### config.mk
export PLATFORM = sky130hd
export DESIGN_NAME = fat_directory_entry_parser
export DESIGN_NICKNAME = d
export VERILOG_FILES = /design/src/hw/rtl/fdep_pkg.sv /design/src/hw/rtl/fat_directory_entry_parser.sv /design/src/hw/rtl/fdep_front.sv /design/src/hw/rtl/fdep_queue.sv
export SDC_FILE = /design/constraint.sdc
export NUM_CORES = 1
export LEC_CHECK = 0
export ABC_AREA = 1
export BUFFER_PORTS_ARGS = -buffer_cell sky130_fd_sc_hd__buf_2
export CORE_ASPECT_RATIO = 1.2
export CORE_MARGIN = 2
export CORE_UTILIZATION = 31
export CTS_CLUSTER_DIAMETER = 80
export CTS_CLUSTER_SIZE = 20
export DETAILED_ROUTE_END_ITERATION = 12
export PLACE_DENSITY = 0.53
export SYNTH_ARGS = -nofsm -noshare
export SYNTH_HDL_FRONTEND = slang
export SYNTH_SLANG_ARGS = --single-unit
### constraint.sdc
create_clock -name clk -period 30.3 [get_ports clk]
set_input_delay 6.06 -clock clk [delete_from_list [all_inputs] [get_ports clk]]
set_output_delay 6.06 -clock clk [all_outputs]
set_load 0.01 [all_outputs]
### src/hw/rtl/fdep_pkg.sv
`default_nettype none
// ----------------------------------------------------------------------------
// fdep_pkg: shared types and constants for the FAT directory entry parser
// Holds the entry layout offsets, marker codes and the result record type.
// ----------------------------------------------------------------------------
package fdep_pkg;

  // Entry geometry and field offsets.
  localparam logic [4:0] LAST_POS       = 5'd31;
  localparam logic [4:0] OFS_NAME       = 5'h00;
  localparam logic [4:0] OFS_EXT        = 5'h08;
  localparam logic [4:0] OFS_ATTR       = 5'h0B;
  localparam logic [4:0] OFS_CLUSTER_HI = 5'h14;
  localparam logic [4:0] OFS_CLUSTER_LO = 5'h1A;
  localparam logic [4:0] OFS_SIZE       = 5'h1C;

  localparam int NAME_BYTES = 8;
  localparam int EXT_BYTES  = 3;

  // Marker and attribute codes.
  localparam logic [7:0] MARK_DELETED    = 8'hE5;
  localparam logic [7:0] MARK_FREE       = 8'h00;
  localparam logic [7:0] SPACE_CHAR      = 8'h20;
  localparam logic [7:0] ATTR_LONG_NAME  = 8'h0F;
  localparam int         ATTR_VOLUME_BIT = 3;

  // Result kinds.
  localparam logic KIND_ENTRY = 1'b0;
  localparam logic KIND_END   = 1'b1;

  // Default depth of the queue between classifier and output.
  localparam int QUEUE_DEPTH = 2;

  // One result item.
  typedef struct packed {
    logic        kind;
    logic [31:0] size_bytes;
    logic [31:0] first_cluster;
    logic [7:0]  attributes;
    logic [23:0] extension;
    logic [63:0] short_name;
  } fdep_rec_t;

  // Push request from the classifier into the queue.
  typedef struct packed {
    logic      valid;
    fdep_rec_t rec;
  } fdep_push_t;

  // Spaces in name and extension read as zero.
  function automatic logic [7:0] unspace(input logic [7:0] b);
    unspace = (b == SPACE_CHAR) ? 8'h00 : b;
  endfunction

endpackage
`default_nettype wire

### src/hw/rtl/fat_directory_entry_parser.sv
`default_nettype none
// Takes one directory byte per cycle and gathers 32-byte FAT short entries.
// in_tready stays high as long as the result queue has a free slot, so bytes
// stream in back to back; a result item is registered into the queue when the
// entry's last byte is accepted. The queue (QUEUE_DEPTH items) lets the
// output side stall without holding up input until it fills. After an end
// marker, bytes are dropped until one arrives with the restart flag set.
// ----------------------------------------------------------------------------
// fat_directory_entry_parser: FAT short directory entry parser, top level
// Byte-wide input stream, one result item per valid entry or end marker.
// ----------------------------------------------------------------------------
module fat_directory_entry_parser #(
  parameter int QUEUE_DEPTH = fdep_pkg::QUEUE_DEPTH
) (
  input  wire logic         clk,
  input  wire logic         rst_n,
  input  wire logic         in_tvalid,
  output logic              in_tready,
  input  wire logic [7:0]   in_tdata,   // [7:0] data_byte
  input  wire logic         in_tuser,   // [0] restart
  output logic              out_tvalid,
  input  wire logic         out_tready,
  output logic [159:0]      out_tdata,  // [63:0] short_name, [87:64] extension,
                                        // [95:88] attributes,
                                        // [127:96] first_cluster,
                                        // [159:128] size_bytes
  output logic              out_tuser   // [0] kind
);

  fdep_pkg::fdep_push_t push;
  fdep_pkg::fdep_rec_t  out_rec;
  logic                 q_ready;

  // Byte gathering and classification.
  fdep_front u_front (
    .clk        (clk),
    .rst_n      (rst_n),
    .byte_valid (in_tvalid),
    .byte_ready (in_tready),
    .data_byte  (in_tdata),
    .restart    (in_tuser),
    .q_ready    (q_ready),
    .push       (push)
  );

  // Result queue and output stage.
  fdep_queue #(
    .DEPTH (QUEUE_DEPTH)
  ) u_queue (
    .clk       (clk),
    .rst_n     (rst_n),
    .push      (push),
    .q_ready   (q_ready),
    .out_valid (out_tvalid),
    .out_ready (out_tready),
    .out_rec   (out_rec)
  );

  // Output packing.
  assign out_tuser = out_rec.kind;
  assign out_tdata = {out_rec.size_bytes, out_rec.first_cluster, out_rec.attributes,
                      out_rec.extension, out_rec.short_name};

endmodule
`default_nettype wire

### src/hw/rtl/fdep_front.sv
`default_nettype none
// ----------------------------------------------------------------------------
// fdep_front: byte gathering and entry classification
// Tracks the offset within the entry, keeps the bytes that feed the result,
// and at the last byte decides whether the entry yields an item.
// ----------------------------------------------------------------------------
module fdep_front (
  input  wire logic               clk,
  input  wire logic               rst_n,
  input  wire logic               byte_valid,
  output logic                    byte_ready,
  input  wire logic [7:0]         data_byte,
  input  wire logic               restart,
  input  wire logic               q_ready,
  output fdep_pkg::fdep_push_t    push
);

  logic [4:0] pos_r, pos_nxt;
  logic       ended_r, ended_nxt;

  logic [7:0] name_r  [fdep_pkg::NAME_BYTES];
  logic [7:0] ext_r   [fdep_pkg::EXT_BYTES];
  logic [7:0] attr_r;
  logic [7:0] clus_hi_r [2];
  logic [7:0] clus_lo_r [2];
  logic [7:0] size_r    [3];

  logic       accept;
  logic       active;
  logic [4:0] pos_eff;
  logic       store;
  logic       at_last;
  logic       is_end;
  logic       is_skip;

  assign byte_ready = q_ready;
  assign accept     = byte_valid && q_ready;

  // A restart always begins a fresh entry; otherwise bytes after the end
  // of the directory are dropped.
  assign active  = restart || !ended_r;
  assign pos_eff = restart ? 5'd0 : pos_r;
  assign store   = accept && active;
  assign at_last = (pos_eff == fdep_pkg::LAST_POS);

  // Classification of the completed entry.
  always_comb begin
    is_end  = (name_r[0] == fdep_pkg::MARK_FREE);
    is_skip = (name_r[0] == fdep_pkg::MARK_DELETED) ||
              (attr_r == fdep_pkg::ATTR_LONG_NAME) ||
              attr_r[fdep_pkg::ATTR_VOLUME_BIT];
  end

  // Result record built from the gathered bytes and the final size byte.
  always_comb begin
    push.valid = store && at_last && (is_end || !is_skip);
    if (is_end) begin
      push.rec      = '0;
      push.rec.kind = fdep_pkg::KIND_END;
    end else begin
      push.rec.kind          = fdep_pkg::KIND_ENTRY;
      push.rec.short_name    = {name_r[7], name_r[6], name_r[5], name_r[4],
                                name_r[3], name_r[2], name_r[1], name_r[0]};
      push.rec.extension     = {ext_r[2], ext_r[1], ext_r[0]};
      push.rec.attributes    = attr_r;
      push.rec.first_cluster = {clus_hi_r[1], clus_hi_r[0],
                                clus_lo_r[1], clus_lo_r[0]};
      push.rec.size_bytes    = {data_byte, size_r[2], size_r[1], size_r[0]};
    end
  end

  // Position and end-of-directory flag.
  always_comb begin
    pos_nxt   = pos_r;
    ended_nxt = ended_r;
    if (store) begin
      pos_nxt = at_last ? 5'd0 : pos_eff + 5'd1;
      if (restart) begin
        ended_nxt = 1'b0;
      end
      if (at_last && is_end) begin
        ended_nxt = 1'b1;
      end
    end
  end

  always_ff @(posedge clk) begin
    if (!rst_n) begin
      pos_r   <= 5'd0;
      ended_r <= 1'b0;
    end else begin
      pos_r   <= pos_nxt;
      ended_r <= ended_nxt;
    end
  end

  // Byte capture at the fixed offsets that feed the result.
  always_ff @(posedge clk) begin
    if (store) begin
      for (int i = 0; i < fdep_pkg::NAME_BYTES; i++) begin
        if (pos_eff == fdep_pkg::OFS_NAME + 5'(i)) begin
          name_r[i] <= fdep_pkg::unspace(data_byte);
        end
      end
      for (int i = 0; i < fdep_pkg::EXT_BYTES; i++) begin
        if (pos_eff == fdep_pkg::OFS_EXT + 5'(i)) begin
          ext_r[i] <= fdep_pkg::unspace(data_byte);
        end
      end
      if (pos_eff == fdep_pkg::OFS_ATTR) begin
        attr_r <= data_byte;
      end
      for (int i = 0; i < 2; i++) begin
        if (pos_eff == fdep_pkg::OFS_CLUSTER_HI + 5'(i)) begin
          clus_hi_r[i] <= data_byte;
        end
        if (pos_eff == fdep_pkg::OFS_CLUSTER_LO + 5'(i)) begin
          clus_lo_r[i] <= data_byte;
        end
      end
      for (int i = 0; i < 3; i++) begin
        if (pos_eff == fdep_pkg::OFS_SIZE + 5'(i)) begin
          size_r[i] <= data_byte;
        end
      end
    end
  end

endmodule
`default_nettype wire

### src/hw/rtl/fdep_queue.sv
`default_nettype none
// ----------------------------------------------------------------------------
// fdep_queue: result queue and output stage
// Holds classified result items until the downstream side takes them.
// ----------------------------------------------------------------------------
module fdep_queue #(
  parameter int DEPTH = fdep_pkg::QUEUE_DEPTH
) (
  input  wire logic                 clk,
  input  wire logic                 rst_n,
  input  wire fdep_pkg::fdep_push_t push,
  output logic                      q_ready,
  output logic                      out_valid,
  input  wire logic                 out_ready,
  output fdep_pkg::fdep_rec_t       out_rec
);

  localparam int PW = (DEPTH > 1) ? $clog2(DEPTH) : 1;
  localparam int CW = $clog2(DEPTH + 1);
  localparam logic [PW-1:0] LAST_SLOT = PW'(DEPTH - 1);
  localparam logic [CW-1:0] FULL_CNT  = CW'(DEPTH);

  fdep_pkg::fdep_rec_t mem_r [DEPTH];
  logic [PW-1:0] wptr_r, wptr_nxt;
  logic [PW-1:0] rptr_r, rptr_nxt;
  logic [CW-1:0] cnt_r, cnt_nxt;

  logic do_push;
  logic do_pop;

  assign q_ready   = (cnt_r != FULL_CNT);
  assign out_valid = (cnt_r != '0);
  assign out_rec   = mem_r[rptr_r];
  assign do_push   = push.valid && q_ready;
  assign do_pop    = out_valid && out_ready;

  // Pointer and fill count update.
  always_comb begin
    wptr_nxt = wptr_r;
    rptr_nxt = rptr_r;
    cnt_nxt  = cnt_r;
    if (do_push) begin
      wptr_nxt = (wptr_r == LAST_SLOT) ? '0 : wptr_r + PW'(1);
    end
    if (do_pop) begin
      rptr_nxt = (rptr_r == LAST_SLOT) ? '0 : rptr_r + PW'(1);
    end
    if (do_push && !do_pop) begin
      cnt_nxt = cnt_r + CW'(1);
    end else if (!do_push && do_pop) begin
      cnt_nxt = cnt_r - CW'(1);
    end
  end

  always_ff @(posedge clk) begin
    if (!rst_n) begin
      wptr_r <= '0;
      rptr_r <= '0;
      cnt_r  <= '0;
    end else begin
      wptr_r <= wptr_nxt;
      rptr_r <= rptr_nxt;
      cnt_r  <= cnt_nxt;
    end
  end

  // Item storage.
  always_ff @(posedge clk) begin
    if (do_push) begin
      mem_r[wptr_r] <= push.rec;
    end
  end

endmodule
`default_nettype wire

; After elaboration in Yosys (flattened, before gate mapping)
; Memories as Yosys holds them, arrays and structs flattened. A register that Yosys moved wholly into a read port is not among the register bits.
; Index checks and enable logic that the tools add are counted.
[op_classes]
addsub = 5
muxes = 107
reduce_logical = 37
n_eq_ne = 23
[op_table]
columns = cell, n
row1 = 161-bit 2-to-1 mux, 1
row2 = 8-bit 2-to-1 mux, 14
row3 = 8-bit OR reduction, 13
row4 = 1-bit 2-to-1 mux, 77
row5 = "5-bit == test, second input constant", 8
row6 = 3-bit 2-to-1 mux, 7
row7 = "5-bit by 3-bit == test with 1-bit output, second input constant", 4
row8 = "5-bit by 4-bit == test with 1-bit output, second input constant", 4
row9 = 2-bit 2-to-1 mux, 6
row10 = "5-bit by 2-bit == test with 1-bit output, second input constant", 2
row11 = 5-bit 2-to-1 mux, 2
row12 = 1-bit logical AND, 9
row13 = "8-bit by 4-bit == test with 1-bit output, second input constant", 1
row14 = "8-bit by 6-bit == test with 1-bit output, second input constant", 1
row15 = "8-bit == test, second input constant", 1
row16 = 8-bit zero test, 1
row17 = 2-bit nonzero test, 3
row18 = "5-bit by 1-bit adder with 5-bit output, second input constant", 1
row19 = "5-bit by 1-bit == test with 1-bit output, second input constant", 1
row20 = 5-bit zero test, 1
row21 = 1-bit zero test, 4
row22 = 1-bit logical OR, 4
row23 = 2-bit AND reduction, 2
row24 = "1-bit adder, second input constant", 2
row25 = 3 further kinds, 3
[word_totals]
in_bits = 13
out_inout_bits = 163
wordCells = 184
regBits = 18
mem_count = 6
ram_bits = 466
[memory_table]
columns = name, depth, width, rd, rd_ports_with_merged_regs, wr, line
row1 = u_queue.mem_r, 2, 161, 1, 1, 1, fdep_queue.sv:23  ; fdep_pkg::fdep_rec_t mem_r [DEPTH];
row2 = u_front.name_r, 8, 8, 8, 0, 1, fdep_front.sv:21  ; logic [7:0] name_r [fdep_pkg::NAME_BYTES];
row3 = u_front.ext_r, 3, 8, 3, 0, 1, fdep_front.sv:22  ; logic [7:0] ext_r [fdep_pkg::EXT_BYTES];
row4 = u_front.size_r, 3, 8, 3, 0, 1, fdep_front.sv:26  ; logic [7:0] size_r [3];
row5 = u_front.clus_hi_r, 2, 8, 2, 0, 1, fdep_front.sv:24  ; logic [7:0] clus_hi_r [2];
row6 = u_front.clus_lo_r, 2, 8, 2, 0, 1, fdep_front.sv:25  ; logic [7:0] clus_lo_r [2];

; Depth between registers and ports, before layout
[depth]
ltp_word = 13
depth_mapped = 15
mapped_depth_nobuf = 15

; Cells and area by module
; From an unflattened synthesis, not the netlist that was laid out.
[hier_totals]
cells_unflattened = 1131
area_unflattened_um2 = 18657.9
[by_module_without_submodules]
columns = mod, n_inst, cells_each, seq_area_each_um2, area_per_inst_um2
row1 = fdep_queue, 1, 538, 9769.4, 12219.2
row2 = fdep_front, 1, 593, 4684.5, 6438.7

; Least setup slack after synthesis
; No wires, ideal clock.
[synth_path]
kind = input -> register
from = input in_tuser
to = memory u_queue.mem_r[0][0] (netlist bit), enable pin
required_time_ps = 29616
path_buffers = 0
setup_slack_ps = 15865
t_arrival_ps = 13751
setup_ps = 684
path_stages = 9
cell_sequence = nor2_1 ha_1 inv_1 nor2_1 ha_1 inv_1 nor2_4 nand3_2 nor2_1
[synth_between]
elab_chain_cells = 7
elab_cells_between_ends = 9
classes_between = eq/ne: 1 / mux: 3 / reduce/logical: 5
[synth_rtl]
columns = item, line
row1 = from (decl), fat_directory_entry_parser.sv:20  ; input wire logic in_tuser,
row2 = 5-bit 2-to-1 mux / 1-bit logical OR (equally long branches), "fdep_front.sv:42, fdep_front.sv:41"
row3 = 5-bit == test / 1-bit logical AND (equally long branches), "fdep_front.sv:44, fdep_front.sv:43"
row4 = 1-bit logical AND (*) (2 in a row), fdep_front.sv:56  ; push.valid = store && at_last && (is_end || !is_skip);
row5 = 1-bit logical AND (*), fdep_queue.sv:34  ; assign do_push = push.valid && q_ready;
row6 = 1-bit 2-to-1 mux (*), fdep_queue.sv:69  ; if (do_push) begin
row7 = 1-bit 2-to-1 mux (not written as such) (*), fdep_queue.sv:70  ; mem_r[wptr_r] <= push.rec;
row8 = to (decl), fdep_queue.sv:23
; Mark *: on every way between the ends. The rest lies on a longest branch, timed or not.

==> results_dict.tcl <==
set metrics [dict create \
    cts_max_path_buffers 3 \
    endpoint_kind "output port" \
    place_congestion 0.714 \
    hold_path.class "reg -> reg" \
    fill_cells 5561 \
    num-nets-final 1314 \
    timing.rr.start "u_front.pos_r[1]$_SDFFE_PN0N_" \
    via_count 8919 \
    finalCriticalPeriod_ns 9.71 \
    h-tree-depth 1 \
    viasPerCell 4.26 \
    ys_warn_count 0 \
    num_antenna_cells 0 \
    port_buffers 175 \
    avgRoutedWirePerCell_um 18.9 \
    worstHoldStart "u_front.pos_r[4]$_SDFFE_PN0N_" \
    core_um2 58400 \
    grt_usage_pct 12.8 \
    start_kind "flop" \
    postSynthCellCount 1121 \
    ys_types 25 \
    tritoncts "done" \
    clock_latency_ns 0.59 \
    synth_ff_type "edfxtp_1" \
    seq_area_um2 14500 \
    clock.fmax_ghz 0.103 \
    drc 0 \
    numCtsBuffers 29 \
    grt_max_degree 77 \
    dp_hpwl_mm 23.1 \
    p_per_area_nw_per_um2 57.9 \
    area_delta_synth_final_pct 14.1 \
    synthTopCellsByArea "edfxtp_1 78%, mux2_2 9.9%, nor2_1 3.7%, inv_1 3.6%, dfxtp_1 1.2%" \
    synth_fp_nets 1140 \
    pwr-share-clk_pct 33.3 \
    synthTopCellsByCount "474 x edfxtp_1, 182 x nor2_1, 173 x inv_1" \
    die_area_um2 61000 \
    worst_pin_slew_ns 1.12 \
    crit_required_ns 24.24 \
    drt-initial-drc-count 542 \
    path_class "reg -> out" \
    fin_area_um2 20900 \
    synth-async-reset-ratio_pct 0 \
    drive_above_1_share_pct 30.8 \
    ctsRootBufferMaster "clkbuf_16" \
    slew_violations 0 \
    fin_crit_sh_pct 32.0 \
    power_w 0.00121 \
    cts-hold-fix-buffers 0 \
    die_h_um 270 \
    ant_nets 0 \
    die_w_um 226 \
    slew_headroom_pct 25.4 \
    clock-sinks 485 \
    ios 176 \
    grt_pass1_wl_mm 57.8 \
    syn_area_per_cell_um2 16.3 \
    tns_ns 0 \
    yosysSeqAreaShare_pct 79.0 \
    antenna_found_initial 4 \
    fin_skew_ns 0.0207 \
    initial_core_util_pct 31.3 \
    maxCapViolations 0 \
    syn_area_um2 18300 \
    grt_overflow 0 \
    postCtsSetupBuffers 0 \
    status "completed" \
    cts.reportedPaths.clkPinSlew_ns 0.08 \
    p_sw_share_pct 21.2 \
    yosys.area.top_type "edfxtp_1" \
    ir_drop_mv 0.0381 \
    yosysTopAreaCellShare_pct 77.8 \
    wl_mm 39.6 \
    setup-violations-final 0 \
    rows 97 \
    p_leak_nw 7.46 \
    p_int_w 0.000951 \
    worstPathArrival_ns 3.65 \
    final_hold_viol_count 0 \
    power_frac_seq_pct 61.1 \
    multiInputGateArea_um2 2920 \
    rsz0062_at_grt "false" \
    synth_edf_count 474 \
    grt_pass1_vias 9103 \
    crit_path_max_fanout 62 \
    drtPass1Iterations 5 \
    yosys_register_bits 485 \
    switching_power_w 0.000256 \
    cts_resized 0 \
    place_area_um2 20000 \
    yosysMostFrequentCell "edfxtp_1" \
    combPwrFrac_pct 5.6 \
]
[metal layers]
| layer | wire length [µm] | global-route usage [%] | vias up |
|---|---|---|---|
| met3 | 1430 | 1.72 | 41 |
| met1 | 17200 | 16.2 | 4490 |
| met2 | 20300 | 22.9 | 172 |
| met5 | 13 | 0 | - |
| li1 | - | - | 4214 |
| met4 | 670 | 3.08 | 2 |
[critical path, stage by stage, from the launching register on]
cell and delay (ns):
dfxtp_4 0.75, buf_4 0.78, buf_4 0.79, mux2_2 0.45, buf_2 0.15
[sequential cells by signal, summed over array words and instances (netlist names), named ones only]
signal,cells
u_front.pos_r,5
u_queue.cnt_r,2
u_queue.rptr_r,1
u_front.size_r,24
u_front.ended_r,1
u_front.attr_r,8
u_queue.mem_r,322
u_front.clus_lo_r,16
u_queue.wptr_r,1
u_front.ext_r,24
u_front.clus_hi_r,16
u_front.name_r,64
[kinds of logic after synthesis]
| family | share of synthesized area, % |
|---|---|
| buffers and inverters | 5.08 |
| multiplexers | 9.92 |
| XOR/XNOR | 0.0479 |
| flip-flops | 79.0 |
| adder cells (fa/ha/maj) | 0.411 |
| AO/OA/AOI/OAI | 0.575 |
| AND/OR/NAND/NOR | 4.92 |
[through the flow]
stage          cells  setup slack, ns  hold slack, ns  utilization, %
5_1_grt         2092            20.33           0.482            35.7
3_5_place_dp    2056            20.20           0.462            34.3
4_1_cts         2092            20.43           0.474            35.7
2_1_floorplan   1121            15.86           0.430               -
3_3_place_gp    2056            20.23           0.463            34.3
6_report        2092            20.59           0.475            35.7
[cell type report]
class / instances / area share, %
multi-input combinational: 412 / 14.0
clock inverter: 7 / 0.498
timing repair buffer: 192 / 4.81
sequential: 485 / 69.3
tap: 792 / 4.75
clock buffer: 29 / 3.48
inverter: 175 / 3.17
[layout by cell type (no fill, tap or decap)]
| cell type | instances |
|---|---|
| o21ai_1 | 1 |
| dfxtp_1 | 10 |
| nand3_4 | 1 |
| nand2_1 | 22 |
| nor3_1 | 8 |
| buf_4 | 17 |
| nand2_2 | 2 |
| edfxtp_1 | 474 |
| bufinv_16 | 2 |
| mux2_2 | 161 |
| inv_1 | 172 |
| clkinv_4 | 1 |
| nand4_1 | 2 |
| nor3b_2 | 1 |
| nor2_4 | 3 |
| nand3_2 | 1 |
| clkbuf_16 | 29 |
| dfxtp_4 | 1 |
| ha_1 | 6 |
| a21oi_2 | 1 |
| nor4_1 | 1 |
| inv_2 | 2 |
| clkinv_1 | 1 |
| o21ai_0 | 11 |
| nand3_1 | 1 |
| buf_2 | 175 |
| xor2_1 | 1 |
| nor2_1 | 181 |
| a21oi_1 | 8 |
| inv_8 | 2 |
| inv_6 | 2 |
[power by group through the flow]
stage	registers, W	logic [W]	clock network [W]
finish	0.000737	0.0000677	0.000402
global route	0.000738	0.0000731	0.000439
CTS	0.000737	0.0000702	0.000417
detailed placement	0.000753	0.0000700	0
global placement	0.000753	0.0000697	0
floorplan	0.000749	0.0000443	0
[path summary, 6_finish.rpt]
check                                                      end  slack (ns)  cells past startpoint
worst min-delay path             u_front.pos_r[4]$_SDFFE_PN0N_        0.48                      2
worst min register to register   u_front.pos_r[4]$_SDFFE_PN0N_        0.48                      2
worst max register to register  u_queue.mem_r[1][77]$_DFFE_PP_       26.16                     12
worst max-delay path                             out_tdata[89]       20.59                      4
Note: power is estimated with default switching activity, not from simulation.
